$ cat src/rtl/fcas_pkg.sv
// Package for the function-call argument splitter.
// Holds character codes, the parse phase type and the result item type.
// No dependencies.
`timescale 1ns / 1ps

package fcas_pkg;

   localparam logic [15:0] CH_LPAR   = 16'h0028;
   localparam logic [15:0] CH_RPAR   = 16'h0029;
   localparam logic [15:0] CH_COMMA  = 16'h002C;
   localparam logic [15:0] CH_SEMI   = 16'h003B;
   localparam logic [15:0] CH_DQUOTE = 16'h0022;
   localparam logic [15:0] CH_BSLASH = 16'h005C;
   localparam logic [15:0] CH_SPACE  = 16'h0020;
   localparam logic [15:0] CH_TAB    = 16'h0009;
   localparam logic [15:0] CH_CR     = 16'h000D;

   localparam logic [7:0] MAX_ARGS_RESET = 8'd16;

   localparam int QUEUE_DEPTH = 4;
   localparam int QUEUE_CNT_W = $clog2(QUEUE_DEPTH + 1);

   localparam logic KIND_SPAN    = 1'b0;
   localparam logic KIND_SUMMARY = 1'b1;

   typedef enum logic [4:0] {
      PH_BEFORE_NAME = 5'b00001,
      PH_IN_NAME     = 5'b00010,
      PH_BEFORE_ARG  = 5'b00100,
      PH_IN_ARG      = 5'b01000,
      PH_STOPPED     = 5'b10000
   } phase_type;

   typedef struct packed {
      logic        result_kind;
      logic [15:0] span_start;
      logic [15:0] span_length;
      logic [7:0]  arg_count;
      logic        is_last;
   } result_type;

endpackage

$ cat src/rtl/function_call_argument_splitter_unit.sv
// Top level of the function-call argument splitter.
// Parser state, span arithmetic and a four-entry result queue.
// Depends on fcas_pkg.
`timescale 1ns / 1ps

// One character item is accepted per cycle while req_stall is low. Each
// item updates the parse state in the same cycle and pushes zero, one or
// two result items (a span and, for the end marker, a summary) into a
// four-entry output queue, from which one result item leaves per cycle
// while rsp_stall is low. req_stall rises only when the queue holds more
// than two results. max_args is written through the csr_ channel, which
// is always ready.
module function_call_argument_splitter_unit #(
   parameter int MAX_CHARS = 65536,
   parameter int MAX_NEST  = 255
) (
   input  logic        clock,
   input  logic        reset,
   input  logic        req_valid,
   output logic        req_stall,
   input  logic [15:0] req_char_code,
   input  logic        req_end_of_string,
   output logic        rsp_valid,
   input  logic        rsp_stall,
   output logic        rsp_result_kind,
   output logic [15:0] rsp_span_start,
   output logic [15:0] rsp_span_length,
   output logic [7:0]  rsp_arg_count,
   output logic        rsp_is_last,
   input  logic        csr_valid,
   output logic        csr_ready,
   input  logic [7:0]  csr_max_args
);

   localparam logic [15:0] PosMax  = 16'(MAX_CHARS - 1);
   localparam logic [7:0]  NestMax = 8'(MAX_NEST);
   localparam int          CntW    = fcas_pkg::QUEUE_CNT_W;

   logic [7:0]            max_args_ff;
   fcas_pkg::phase_type   phase_ff, phase_in;
   logic [7:0]            nest_ff, nest_in;
   logic                  quote_ff, quote_in;
   logic [15:0]           prev_ff, prev_in;
   logic [15:0]           pos_ff, pos_in;
   logic [15:0]           begin_ff, begin_in;
   logic                  oq_ff, oq_in;
   logic [7:0]            args_ff, args_in;

   fcas_pkg::result_type  queue_ff [fcas_pkg::QUEUE_DEPTH];
   fcas_pkg::result_type  queue_in [fcas_pkg::QUEUE_DEPTH];
   logic [CntW-1:0]       count_ff, count_in;

   logic                  accept, pop, blank, add_ok, add_req, emit, off;
   logic [15:0]           c, add_begin, add_len, span_len;
   logic                  add_oq;
   logic [7:0]            nest_upd;
   fcas_pkg::result_type  span_item, sum_item, first_item;
   logic [1:0]            n_push;
   logic [CntW-1:0]       cnt_after;

   assign csr_ready = 1'b1;
   assign req_stall = count_ff > CntW'(fcas_pkg::QUEUE_DEPTH - 2);
   assign accept    = req_valid & ~req_stall;
   assign rsp_valid = count_ff != '0;
   assign pop       = rsp_valid & ~rsp_stall;

   assign c      = req_end_of_string ? fcas_pkg::CH_COMMA : req_char_code;
   assign blank  = (c == fcas_pkg::CH_SPACE) ||
                   (c >= fcas_pkg::CH_TAB && c <= fcas_pkg::CH_CR);
   assign add_ok = args_ff < max_args_ff;

   always_comb begin
      phase_in  = phase_ff;
      nest_in   = nest_ff;
      quote_in  = quote_ff;
      begin_in  = begin_ff;
      oq_in     = oq_ff;
      add_req   = 1'b0;
      add_begin = begin_ff;
      add_len   = pos_ff - begin_ff;
      add_oq    = oq_ff;
      nest_upd  = nest_ff;
      unique case (phase_ff)
         fcas_pkg::PH_BEFORE_NAME: begin
            if (!blank && c != fcas_pkg::CH_SEMI && c != fcas_pkg::CH_DQUOTE) begin
               begin_in = pos_ff;
               oq_in    = 1'b0;
               phase_in = fcas_pkg::PH_IN_NAME;
            end
         end
         fcas_pkg::PH_IN_NAME: begin
            if (c == fcas_pkg::CH_LPAR && nest_ff == '0) begin
               nest_in  = 8'd1;
               add_req  = 1'b1;
               phase_in = add_ok ? fcas_pkg::PH_BEFORE_ARG : fcas_pkg::PH_STOPPED;
            end
         end
         fcas_pkg::PH_BEFORE_ARG: begin
            if (!blank) begin
               if (c == fcas_pkg::CH_RPAR || c == fcas_pkg::CH_COMMA) begin
                  if (c == fcas_pkg::CH_RPAR && nest_ff != '0) begin
                     nest_in = nest_ff - 8'd1;
                  end
                  add_req   = 1'b1;
                  add_begin = pos_ff;
                  add_len   = '0;
                  add_oq    = 1'b0;
                  if (!add_ok || c == fcas_pkg::CH_RPAR) begin
                     phase_in = fcas_pkg::PH_STOPPED;
                  end
               end else begin
                  quote_in = c == fcas_pkg::CH_DQUOTE;
                  oq_in    = c == fcas_pkg::CH_DQUOTE;
                  begin_in = pos_ff;
                  phase_in = fcas_pkg::PH_IN_ARG;
               end
            end
         end
         fcas_pkg::PH_IN_ARG: begin
            if (c == fcas_pkg::CH_RPAR) begin
               if (!quote_ff && nest_ff != '0) begin
                  nest_upd = nest_ff - 8'd1;
               end
            end else if (c == fcas_pkg::CH_LPAR) begin
               if (!quote_ff && nest_ff < NestMax) begin
                  nest_upd = nest_ff + 8'd1;
               end
            end
            nest_in = nest_upd;
            if ((c == fcas_pkg::CH_RPAR && nest_upd == '0) ||
                (c == fcas_pkg::CH_COMMA && nest_upd == 8'd1)) begin
               if (!quote_ff) begin
                  add_req  = 1'b1;
                  phase_in = (!add_ok || c == fcas_pkg::CH_RPAR) ?
                             fcas_pkg::PH_STOPPED : fcas_pkg::PH_BEFORE_ARG;
               end
            end else if (prev_ff != fcas_pkg::CH_BSLASH && c == fcas_pkg::CH_DQUOTE) begin
               quote_in = ~quote_ff;
            end
         end
         fcas_pkg::PH_STOPPED: begin
         end
         default: begin
         end
      endcase
   end

   assign emit     = add_req & add_ok;
   assign off      = (add_len != '0) && add_oq && (prev_ff == fcas_pkg::CH_DQUOTE);
   assign span_len = (add_len >= {14'd0, off, 1'b0}) ? add_len - {14'd0, off, 1'b0} : '0;
   assign args_in  = args_ff + {7'd0, emit};
   assign prev_in  = c;
   assign pos_in   = (pos_ff < PosMax) ? pos_ff + 16'd1 : pos_ff;

   always_comb begin
      span_item.result_kind = fcas_pkg::KIND_SPAN;
      span_item.span_start  = add_begin + {15'd0, off};
      span_item.span_length = span_len;
      span_item.arg_count   = args_in;
      span_item.is_last     = 1'b0;
      sum_item.result_kind  = fcas_pkg::KIND_SUMMARY;
      sum_item.span_start   = '0;
      sum_item.span_length  = '0;
      sum_item.arg_count    = args_in;
      sum_item.is_last      = 1'b1;
   end

   assign first_item = emit ? span_item : sum_item;
   assign n_push     = accept ? ({1'b0, emit} + {1'b0, req_end_of_string}) : 2'd0;
   assign cnt_after  = count_ff - {{(CntW-1){1'b0}}, pop};
   assign count_in   = cnt_after + CntW'(n_push);

   always_comb begin
      for (int k = 0; k < fcas_pkg::QUEUE_DEPTH; k++) begin
         if (pop && k < fcas_pkg::QUEUE_DEPTH - 1) begin
            queue_in[k] = queue_ff[k+1];
         end else begin
            queue_in[k] = queue_ff[k];
         end
         if (n_push != 2'd0 && CntW'(k) == cnt_after) begin
            queue_in[k] = first_item;
         end else if (n_push == 2'd2 && CntW'(k) == cnt_after + CntW'(1)) begin
            queue_in[k] = sum_item;
         end
      end
   end

   always_ff @(posedge clock) begin
      queue_ff <= queue_in;
      if (reset) begin
         count_ff    <= '0;
         max_args_ff <= fcas_pkg::MAX_ARGS_RESET;
         phase_ff    <= fcas_pkg::PH_BEFORE_NAME;
         nest_ff     <= '0;
         quote_ff    <= 1'b0;
         prev_ff     <= '0;
         pos_ff      <= '0;
         begin_ff    <= '0;
         oq_ff       <= 1'b0;
         args_ff     <= '0;
      end else begin
         count_ff <= count_in;
         if (csr_valid && csr_ready) begin
            max_args_ff <= csr_max_args;
         end
         if (accept) begin
            if (req_end_of_string) begin
               phase_ff <= fcas_pkg::PH_BEFORE_NAME;
               nest_ff  <= '0;
               quote_ff <= 1'b0;
               prev_ff  <= '0;
               pos_ff   <= '0;
               begin_ff <= '0;
               oq_ff    <= 1'b0;
               args_ff  <= '0;
            end else begin
               phase_ff <= phase_in;
               nest_ff  <= nest_in;
               quote_ff <= quote_in;
               prev_ff  <= prev_in;
               pos_ff   <= pos_in;
               begin_ff <= begin_in;
               oq_ff    <= oq_in;
               args_ff  <= args_in;
            end
         end
      end
   end

   assign rsp_result_kind = queue_ff[0].result_kind;
   assign rsp_span_start  = queue_ff[0].span_start;
   assign rsp_span_length = queue_ff[0].span_length;
   assign rsp_arg_count   = queue_ff[0].arg_count;
   assign rsp_is_last     = queue_ff[0].is_last;

endmodule

$ cat config.mk
export PLATFORM = sky130hd
export DESIGN_NAME = function_call_argument_splitter_unit
export DESIGN_NICKNAME = d
export VERILOG_FILES = /design/src/rtl/fcas_pkg.sv /design/src/rtl/function_call_argument_splitter_unit.sv
export SDC_FILE = /design/constraint.sdc
export NUM_CORES = 1
export LEC_CHECK = 0
export BUFFER_PORTS_ARGS = -buffer_cell sky130_fd_sc_hd__buf_4
export CELL_PAD_IN_SITES_DETAIL_PLACEMENT = 0
export CELL_PAD_IN_SITES_GLOBAL_PLACEMENT = 1
export CORE_MARGIN = 1
export CORE_UTILIZATION = 44
export CTS_CLUSTER_SIZE = 20
export DETAILED_ROUTE_END_ITERATION = 10
export PLACE_DENSITY = 0.77
export SYNTH_ARGS = -nofsm -noshare
export SYNTH_HDL_FRONTEND = slang
export SYNTH_SLANG_ARGS = --single-unit
export TNS_END_PERCENT = 30
$ cat constraint.sdc
create_clock -name clock -period 7.4 [get_ports clock]
set_input_delay 1.48 -clock clock [delete_from_list [all_inputs] [get_ports clock]]
set_output_delay 1.48 -clock clock [all_outputs]
set_load 0.005 [all_outputs]
# [Word-level counts from Yosys, hierarchy flattened]
# Cells that the tools add are included.
[totals] word_cells=205 out_inout_bits=45 ff_bits=250
[op_classes] magnitude_cmp=7 eq_ne=32 reduce_logical=49 n_mux=70 n_addsub=11 bitwise_logic=6
[ops] cell="two-way mux 42 bit" count=12
[ops] cell="two-way mux 16 bit" count=15
[ops] cell="== test 16 x 6 -> 1 bit (second input constant)" count=6
[ops] cell="two-way mux 8 bit" count=11
[ops] cell="two-way mux 5 bit" count=10
[ops] cell="!= test 16 x 6 -> 1 bit (second input constant)" count=2
[ops] cell="one-hot mux 16 bit (2 select lines)" count=1
[ops] cell="!= test 3 bit (second input constant)" count=10
[ops] cell="one-hot mux 8 bit (3 select lines)" count=1
[ops] cell="logical AND 1 bit" count=20
[ops] cell="one-hot mux 5 bit (4 select lines)" count=1
[ops] cell="nonzero test 3 bit" count=6
[ops] cell="adder 16 x 1 -> 16 bit" count=1
[ops] cell="adder 16 x 1 -> 16 bit (second input constant)" count=1
[ops] cell=">= comparator 16 x 2 -> 1 bit" count=1
[ops] cell=">= comparator 16 x 4 -> 1 bit (second input constant)" count=1
[ops] cell="less-or-equal comparator 16 x 4 -> 1 bit (second input constant)" count=1
[ops] cell="zero test 8 bit" count=2
[ops] cell="< comparator 16 bit (second input constant)" count=1
[ops] cell="!= test 16 x 7 -> 1 bit (second input constant)" count=1
[ops] cell="nonzero test 16 bit" count=1
[ops] cell="subtractor 16 bit" count=1
[ops] cell="subtractor 16 x 2 -> 16 bit" count=1
[ops] cell="two-way mux 1 bit" count=15
[ops] cell="other kinds (35)" count=53

# [Depth between registers and ports, before layout]
[depth] word_depth=18 mapped_depth=22 ltp_nobuf=19

# [Worst setup path after synthesis]
# OpenSTA, ideal clock, no wires.
[synth_timing] path_kind="input-to-reg" from="in req_char_code[13]" to="reg queue_ff[10] (netlist bit) (enable)" arrival_ns=7.508 setup_time_ns=0.496 path_stages=12 setup_slack_ns=-0.604 path_cell_list="or4_4 -> or4_4 -> buf_6 -> nor3_4 -> nor3b_1 -> or4_1 -> o31a_4 -> clkinv_2 -> buf_6 -> ha_1 -> nand4b_1 -> o21ai_0"
[synth_between] elab_chain_cells=16 word_cells_on_any_way=32
[synth_lines] item="from (decl)" line="function_call_argument_splitter_unit.sv:21" rtl="input logic [15:0] req_char_code,"
[synth_lines] item="two-way mux 16 bit *" line="function_call_argument_splitter_unit.sv:67" rtl="assign c = req_end_of_string ? fcas_pkg::CH_COMMA : req_char_code;"
[synth_lines] item="== test 16 x 6 -> 1 bit" line="function_call_argument_splitter_unit.sv:92, function_call_argument_splitter_unit.sv:124"
[synth_lines] item="two-way mux 8 bit" line="function_call_argument_splitter_unit.sv:124" rtl="end else if (c == fcas_pkg::CH_LPAR) begin"
[synth_lines] item="two-way mux 8 bit" line="function_call_argument_splitter_unit.sv:120" rtl="if (c == fcas_pkg::CH_RPAR) begin"
[synth_lines] item="two-way mux 8 bit" line="function_call_argument_splitter_unit.sv:83" rtl="unique case (phase_ff)"
[synth_lines] item="== test 8 x 1 -> 1 bit or zero test 8 bit (tied branches)" line="function_call_argument_splitter_unit.sv:131, function_call_argument_splitter_unit.sv:130"
[synth_lines] item="logical AND 1 bit (on tied branches)" line="function_call_argument_splitter_unit.sv:131, function_call_argument_splitter_unit.sv:130"
[synth_lines] item="logical OR 1 bit" line="function_call_argument_splitter_unit.sv:130" rtl="if ((c == fcas_pkg::CH_RPAR && nest_upd == '0) ||"
[synth_lines] item="two-way mux 1 bit" line="function_call_argument_splitter_unit.sv:130"
[synth_lines] item="one-hot mux 1 bit (3 select lines) *" line="function_call_argument_splitter_unit.sv:83"
[synth_lines] item="AND 1 bit *" line="function_call_argument_splitter_unit.sv:148" rtl="assign emit = add_req & add_ok;"
[synth_lines] item="adder 1 x 1 -> 2 bit *" line="function_call_argument_splitter_unit.sv:169" rtl="assign n_push = accept ? ({1'b0, emit} + {1'b0, req_end_of_string}) : 2'd0;"
[synth_lines] item="two-way mux 2 bit *" line="function_call_argument_splitter_unit.sv:169"
[synth_lines] item="== test 2 bit or nonzero test 2 bit (tied branches)" line="function_call_argument_splitter_unit.sv:182, function_call_argument_splitter_unit.sv:180"
[synth_lines] item="logical AND 1 bit (on tied branches)" line="function_call_argument_splitter_unit.sv:182, function_call_argument_splitter_unit.sv:180"
[synth_lines] item="nonzero test 2 bit (no source line) *"
[synth_lines] item="to (signal assigned)" line="function_call_argument_splitter_unit.sv:189" rtl="queue_ff <= queue_in;"
[synth_lines] item="to (decl)" line="function_call_argument_splitter_unit.sv:49" rtl="fcas_pkg::result_type queue_ff [fcas_pkg::QUEUE_DEPTH];"
# Every way passes the cells marked *; elsewhere a longest branch is shown, timed or not. The select of a mux whose other input is x is not followed.
# A chain may end at the register's enable or synchronous reset.

# [Worst setup path in the final report]
[layout_timing] from="in req_char_code[4]" to="reg queue_ff[61] (netlist bit) (enable)"
[layout_between] elab_chain_cells=16 word_cells_on_any_way=32
[layout_lines] item="two-way mux 16 bit *" line="function_call_argument_splitter_unit.sv:67"
[layout_lines] item="== test 16 x 6 -> 1 bit" line="function_call_argument_splitter_unit.sv:92, function_call_argument_splitter_unit.sv:124"
[layout_lines] item="two-way mux 8 bit" line="function_call_argument_splitter_unit.sv:124"
[layout_lines] item="two-way mux 8 bit" line="function_call_argument_splitter_unit.sv:120"
[layout_lines] item="two-way mux 8 bit" line="function_call_argument_splitter_unit.sv:83"
[layout_lines] item="== test 8 x 1 -> 1 bit or zero test 8 bit (tied branches)" line="function_call_argument_splitter_unit.sv:131, function_call_argument_splitter_unit.sv:130"
[layout_lines] item="logical AND 1 bit (on tied branches)" line="function_call_argument_splitter_unit.sv:131, function_call_argument_splitter_unit.sv:130"
[layout_lines] item="logical OR 1 bit" line="function_call_argument_splitter_unit.sv:130"
[layout_lines] item="two-way mux 1 bit" line="function_call_argument_splitter_unit.sv:130"
[layout_lines] item="one-hot mux 1 bit (3 select lines) *" line="function_call_argument_splitter_unit.sv:83"
[layout_lines] item="AND 1 bit *" line="function_call_argument_splitter_unit.sv:148"
[layout_lines] item="adder 1 x 1 -> 2 bit *" line="function_call_argument_splitter_unit.sv:169"
[layout_lines] item="two-way mux 2 bit *" line="function_call_argument_splitter_unit.sv:169"
[layout_lines] item="== test 2 bit or nonzero test 2 bit (tied branches)" line="function_call_argument_splitter_unit.sv:182, function_call_argument_splitter_unit.sv:180"
[layout_lines] item="logical AND 1 bit (on tied branches)" line="function_call_argument_splitter_unit.sv:182, function_call_argument_splitter_unit.sv:180"
[layout_lines] item="nonzero test 3 bit (no source line) *"
# Marked as above.

==> flow_results.xml <==
<?xml version="1.0" encoding="UTF-8"?>
<metrics>
  <group name="status">
    <metric name="violations_in_the_final_reports" unit="">DRC</metric>
    <metric name="status" unit="">finished, violations left</metric>
  </group>
  <group name="finish">
    <metric name="most-common-layout-cells" unit="">edfxtp_1, nand2_1, nor2_1</metric>
    <metric name="area.growth.synth_to_final" unit="%">11.1</metric>
    <metric name="antennaDiodeCount" unit="">0</metric>
    <metric name="nNetsFinal" unit="">1500</metric>
    <metric name="post_layout_nonfiller_instances" unit="">1848</metric>
    <metric name="drive_above_1_share" unit="">0.125</metric>
    <metric name="mostFrequentLayoutCell" unit="">edfxtp_1</metric>
  </group>
  <group name="clock_tree">
    <metric name="clk_root_buffer_cell" unit="">clkbuf_16</metric>
    <metric name="numCtsBuffers" unit="">27</metric>
    <metric name="clockBufferDepth" unit="">3</metric>
    <metric name="post-cts-setup-buffers" unit="">0</metric>
    <metric name="cts_repair_resize_count" unit="">0</metric>
    <metric name="clkSlewWorstSetupHoldPaths" unit="ns">0.06</metric>
    <metric name="worstSkewPairLatency" unit="ns">0.54</metric>
    <metric name="clkSinkCount" unit="">246</metric>
    <metric name="tritoncts" unit="">built</metric>
    <metric name="postCtsHoldBufs" unit="">0</metric>
    <metric name="htree_num_levels" unit="">1</metric>
  </group>
  <group name="synthesis">
    <metric name="netlist_instances" unit="">1434</metric>
    <metric name="ys_warn_count" unit="">0</metric>
    <metric name="yosysSeqAreaShare" unit="">0.476</metric>
    <metric name="dominantRegCellSynth" unit="">edfxtp_1</metric>
    <metric name="synth-seq-cells" unit="">246</metric>
    <metric name="ys_async_sr_fraction" unit="">0</metric>
    <metric name="synth_fp_nets" unit="">1503</metric>
    <metric name="synthTopCellsByArea" unit="">edfxtp_1, dfxtp_1, nand2_1</metric>
    <metric name="syn_area_per_cell" unit="sq um">9.63</metric>
    <metric name="synth_area" unit="sq um">13800</metric>
    <metric name="synth_area_leader_cell" unit="">edfxtp_1</metric>
    <metric name="synth-edff-count" unit="">164</metric>
    <metric name="synth_cell_type_count" unit="">87</metric>
    <metric name="synth_largest_type_area_fraction" unit="">0.357</metric>
  </group>
  <group name="place">
    <metric name="place_congestion" unit="">0.868</metric>
    <metric name="count_of_buffers_from_port_buffering" unit="">73</metric>
    <metric name="place_ws" unit="ns">0.869</metric>
    <metric name="dp_hpwl" unit="microns">22300</metric>
    <metric name="placed_cells" unit="">1798</metric>
  </group>
  <group name="setup_path">
    <metric name="reg_to_reg_slack_setup" unit="ns">1.60</metric>
    <metric name="crit_path_frequent_cell" unit="">buf_4</metric>
    <metric name="number_of_cells_on_the_worst_reg_to_reg_path" unit="">17</metric>
    <metric name="timing.critical_path.from_type" unit="">input pin</metric>
    <metric name="worst-endpoint-required" unit="ns">7.57</metric>
    <metric name="worst-setup-path-type" unit="">in -&gt; reg</metric>
    <metric name="cp_max_fo" unit="">41</metric>
    <metric name="critical_path_depth" unit="">15</metric>
    <metric name="critical_path.slowest_cell" unit="">or4b_1</metric>
    <metric name="timing.critical_path.cells" unit="">buf_4 -&gt; or4b_1 -&gt; or4_4 -&gt; nor3_2 -&gt; a221oi_1 -&gt; or4_1 -&gt; o31a_4 -&gt; clkinv_2 -&gt; ha_1 -&gt; nand2_1 -&gt; nor3b_1 -&gt; a31oi_2 -&gt; buf_4 -&gt; nand2_1 -&gt; buf_4</metric>
    <metric name="buffers_plus_inverters_on_the_worst_setup_path" unit="">4</metric>
    <metric name="cpLargestDelayFamily" unit="">simple AND/OR/NAND/NOR gates</metric>
    <metric name="cp_data_arrival_time" unit="ns">6.23</metric>
    <metric name="critical-path-max-stage-delay" unit="ns">0.63</metric>
    <metric name="worst_setup_ep_type" unit="">flop</metric>
  </group>
  <group name="sta">
    <metric name="worst-slew-pin-transition" unit="ns">1.04</metric>
    <metric name="fin_tns_setup" unit="ns">0</metric>
    <metric name="setup_viol" unit="">0</metric>
    <metric name="final_critical_path_setup_slack" unit="ns">1.34</metric>
    <metric name="clock-skew-final" unit="ns">0.0259</metric>
    <metric name="rsz0062_at_grt" unit="">no</metric>
    <metric name="report.final.hold_viol_count" unit="">0</metric>
    <metric name="layout_worst_path_cycle_share" unit="">0.819</metric>
    <metric name="max_clock_freq" unit="MHz">165</metric>
    <metric name="fin_crit" unit="ns">6.06</metric>
    <metric name="final.hold.worst_slack" unit="ns">0.453</metric>
    <metric name="slew_headroom" unit="">0.303</metric>
    <metric name="slew_violations" unit="">0</metric>
  </group>
  <group name="pwr">
    <metric name="gate_power_share" unit="">0.220</metric>
    <metric name="power_per_cell_area" unit="nW/um^2">283</metric>
    <metric name="seqPwrFrac" unit="">0.447</metric>
    <metric name="leakage" unit="uW">0.00557</metric>
    <metric name="share_clk_of_total_power" unit="">0.333</metric>
    <metric name="ir_worst_vdd" unit="uV">170</metric>
    <metric name="power.internal" unit="uW">3130</metric>
    <metric name="net_load_switching_power" unit="uW">1200</metric>
    <metric name="swShare" unit="">0.277</metric>
  </group>
  <group name="run">
    <metric name="maxCapViolations" unit="">0</metric>
  </group>
  <group name="drt">
    <metric name="postRouteWirelength" unit="microns">30800</metric>
    <metric name="post_drt_wl_per_cell" unit="microns">16.7</metric>
    <metric name="antenna_left" unit="">0</metric>
    <metric name="dr.pass1.iters" unit="">8</metric>
    <metric name="route.detailed.drc" unit="">18</metric>
    <metric name="number_of_design_rule_violations_left_by_the_first_detailed_router_iteration" unit="">752</metric>
    <metric name="vias_per_cell" unit="">5.68</metric>
    <metric name="routed_via_count" unit="">10497</metric>
  </group>
  <group name="hold_path">
    <metric name="worst_hold_path_type" unit="">reg -&gt; reg</metric>
    <metric name="timing.hold.worst_path_depth" unit="">2</metric>
  </group>
  <group name="die">
    <metric name="floorplan.initialDensity" unit="">0.449</metric>
    <metric name="design.die.area" unit="sq um">32100</metric>
    <metric name="floorplan.io_pins" unit="">75</metric>
    <metric name="die-height" unit="microns">179</metric>
    <metric name="die_x" unit="microns">179</metric>
    <metric name="num_rows" unit="">64</metric>
    <metric name="core-area" unit="sq um">30700</metric>
  </group>
  <group name="grt">
    <metric name="grt_usage" unit="">0.192</metric>
    <metric name="globalRoute.totalOverflow" unit="">0</metric>
    <metric name="met2_usage" unit="">0.307</metric>
    <metric name="grt_start_max_net_pins" unit="">66</metric>
    <metric name="grt_pass1_wl" unit="microns">49300</metric>
    <metric name="met1_usage" unit="">0.272</metric>
    <metric name="first_global_vias" unit="">9371</metric>
    <metric name="grt_antenna_before_repair" unit="">0</metric>
    <metric name="grt-busiest-layer" unit="">met2</metric>
    <metric name="grt.met3_usage" unit="">0.0269</metric>
  </group>
</metrics>
## per-stage QoR
stage               area [sq um]   util  power [uW]
floorplan                  13800      -        2700
global placement           14400  0.467        2910
detailed placement         14400  0.467        2930
CTS                        15300  0.499        4370
global route               15300  0.499        4570
finish                     15300  0.499        4330
## per-layer routing
metal	up-vias	wire [microns]
met1	4918	14700
met3	47	1770
li1	5231	-
met2	301	13700
met4	0	597
met5	-	0
## power by group through the flow
stage	sequential [uW]	combinational [uW]	clock, uW
global placement	1960	942	0
CTS	1940	961	1470
global route	1970	1070	1520
detailed placement	1970	957	0
finish	1940	953	1440
floorplan	1960	737	0
## tightest hold or removal path: stages, from the launching register on
cell and delay, ns:
dfxtp_1 0.31, nand2_1 0.05, a21oi_1 0.05
## synth_stat cells, types with 4 or more instances
cell type and n:
a211oi_1 7, a21o_1 11, a21oi_1 99, a22o_1 48
a22oi_1 10, a311oi_1 7, a31oi_1 7, a32oi_1 4
and2_1 16, and3_1 17, buf_1 7, buf_2 7
buf_4 42, buf_6 4, clkbuf_1 61, dfxtp_1 82
edfxtp_1 164, ha_1 37, inv_1 54, mux2i_1 17
nand2_1 146, nand2b_1 10, nand3_1 41, nand3b_1 31
nand4_1 14, nor2_1 112, nor2_2 10, nor2b_1 11
nor3_1 34, nor4_1 16, o2111ai_1 4, o211ai_1 8
o21a_1 12, o21ai_0 76, o21ai_1 31, o21bai_1 4
o221ai_1 4, o22ai_1 4, or2_2 4, or3_1 16
or4_1 7, xnor2_1 36, xor2_1 23
## final timing paths
check	startpoint	endpoint
setup / recovery	req_char_code[4]	queue_ff[61]
hold / removal	prev_ff[14]	prev_ff[14]
setup reg to reg	pos_ff[3]	queue_ff[119]
hold reg to reg	prev_ff[14]	prev_ff[14]
## flip-flops by register name, indices dropped and copies added, names as in the netlist
register	cells
pos_ff	16
prev_ff	16
rsp_span_start	16
rsp_result_kind	1
count_ff	3
quote_ff	1
begin_ff	16
nest_ff	8
phase_ff	5
rsp_span_length	16
oq_ff	1
rsp_arg_count	8
max_args_ff	8
queue_ff	123
args_ff	8
## area by class of cell
type / count / area [sq um]
sequential: 246 / 6570
clock buffer: 35 / 756
tap: 396 / 495
multi-input combinational: 1011 / 6410
timing repair buffer: 89 / 668
inverter: 56 / 211
clock inverter: 15 / 229
fill: 2809 / 15400
## logic make-up after synthesis
logic type / share of synthesized area
and+or+nand+nor: 0.190
adders and majority gates: 0.0364
AOI/OAI and AO/OA: 0.183
muxes: 0.0148
other: 0.000272
xor gates and xnor gates: 0.0374
DFF: 0.476
buffers and inverters: 0.0624
No activity file was read; power rests on OpenSTA's default activity.
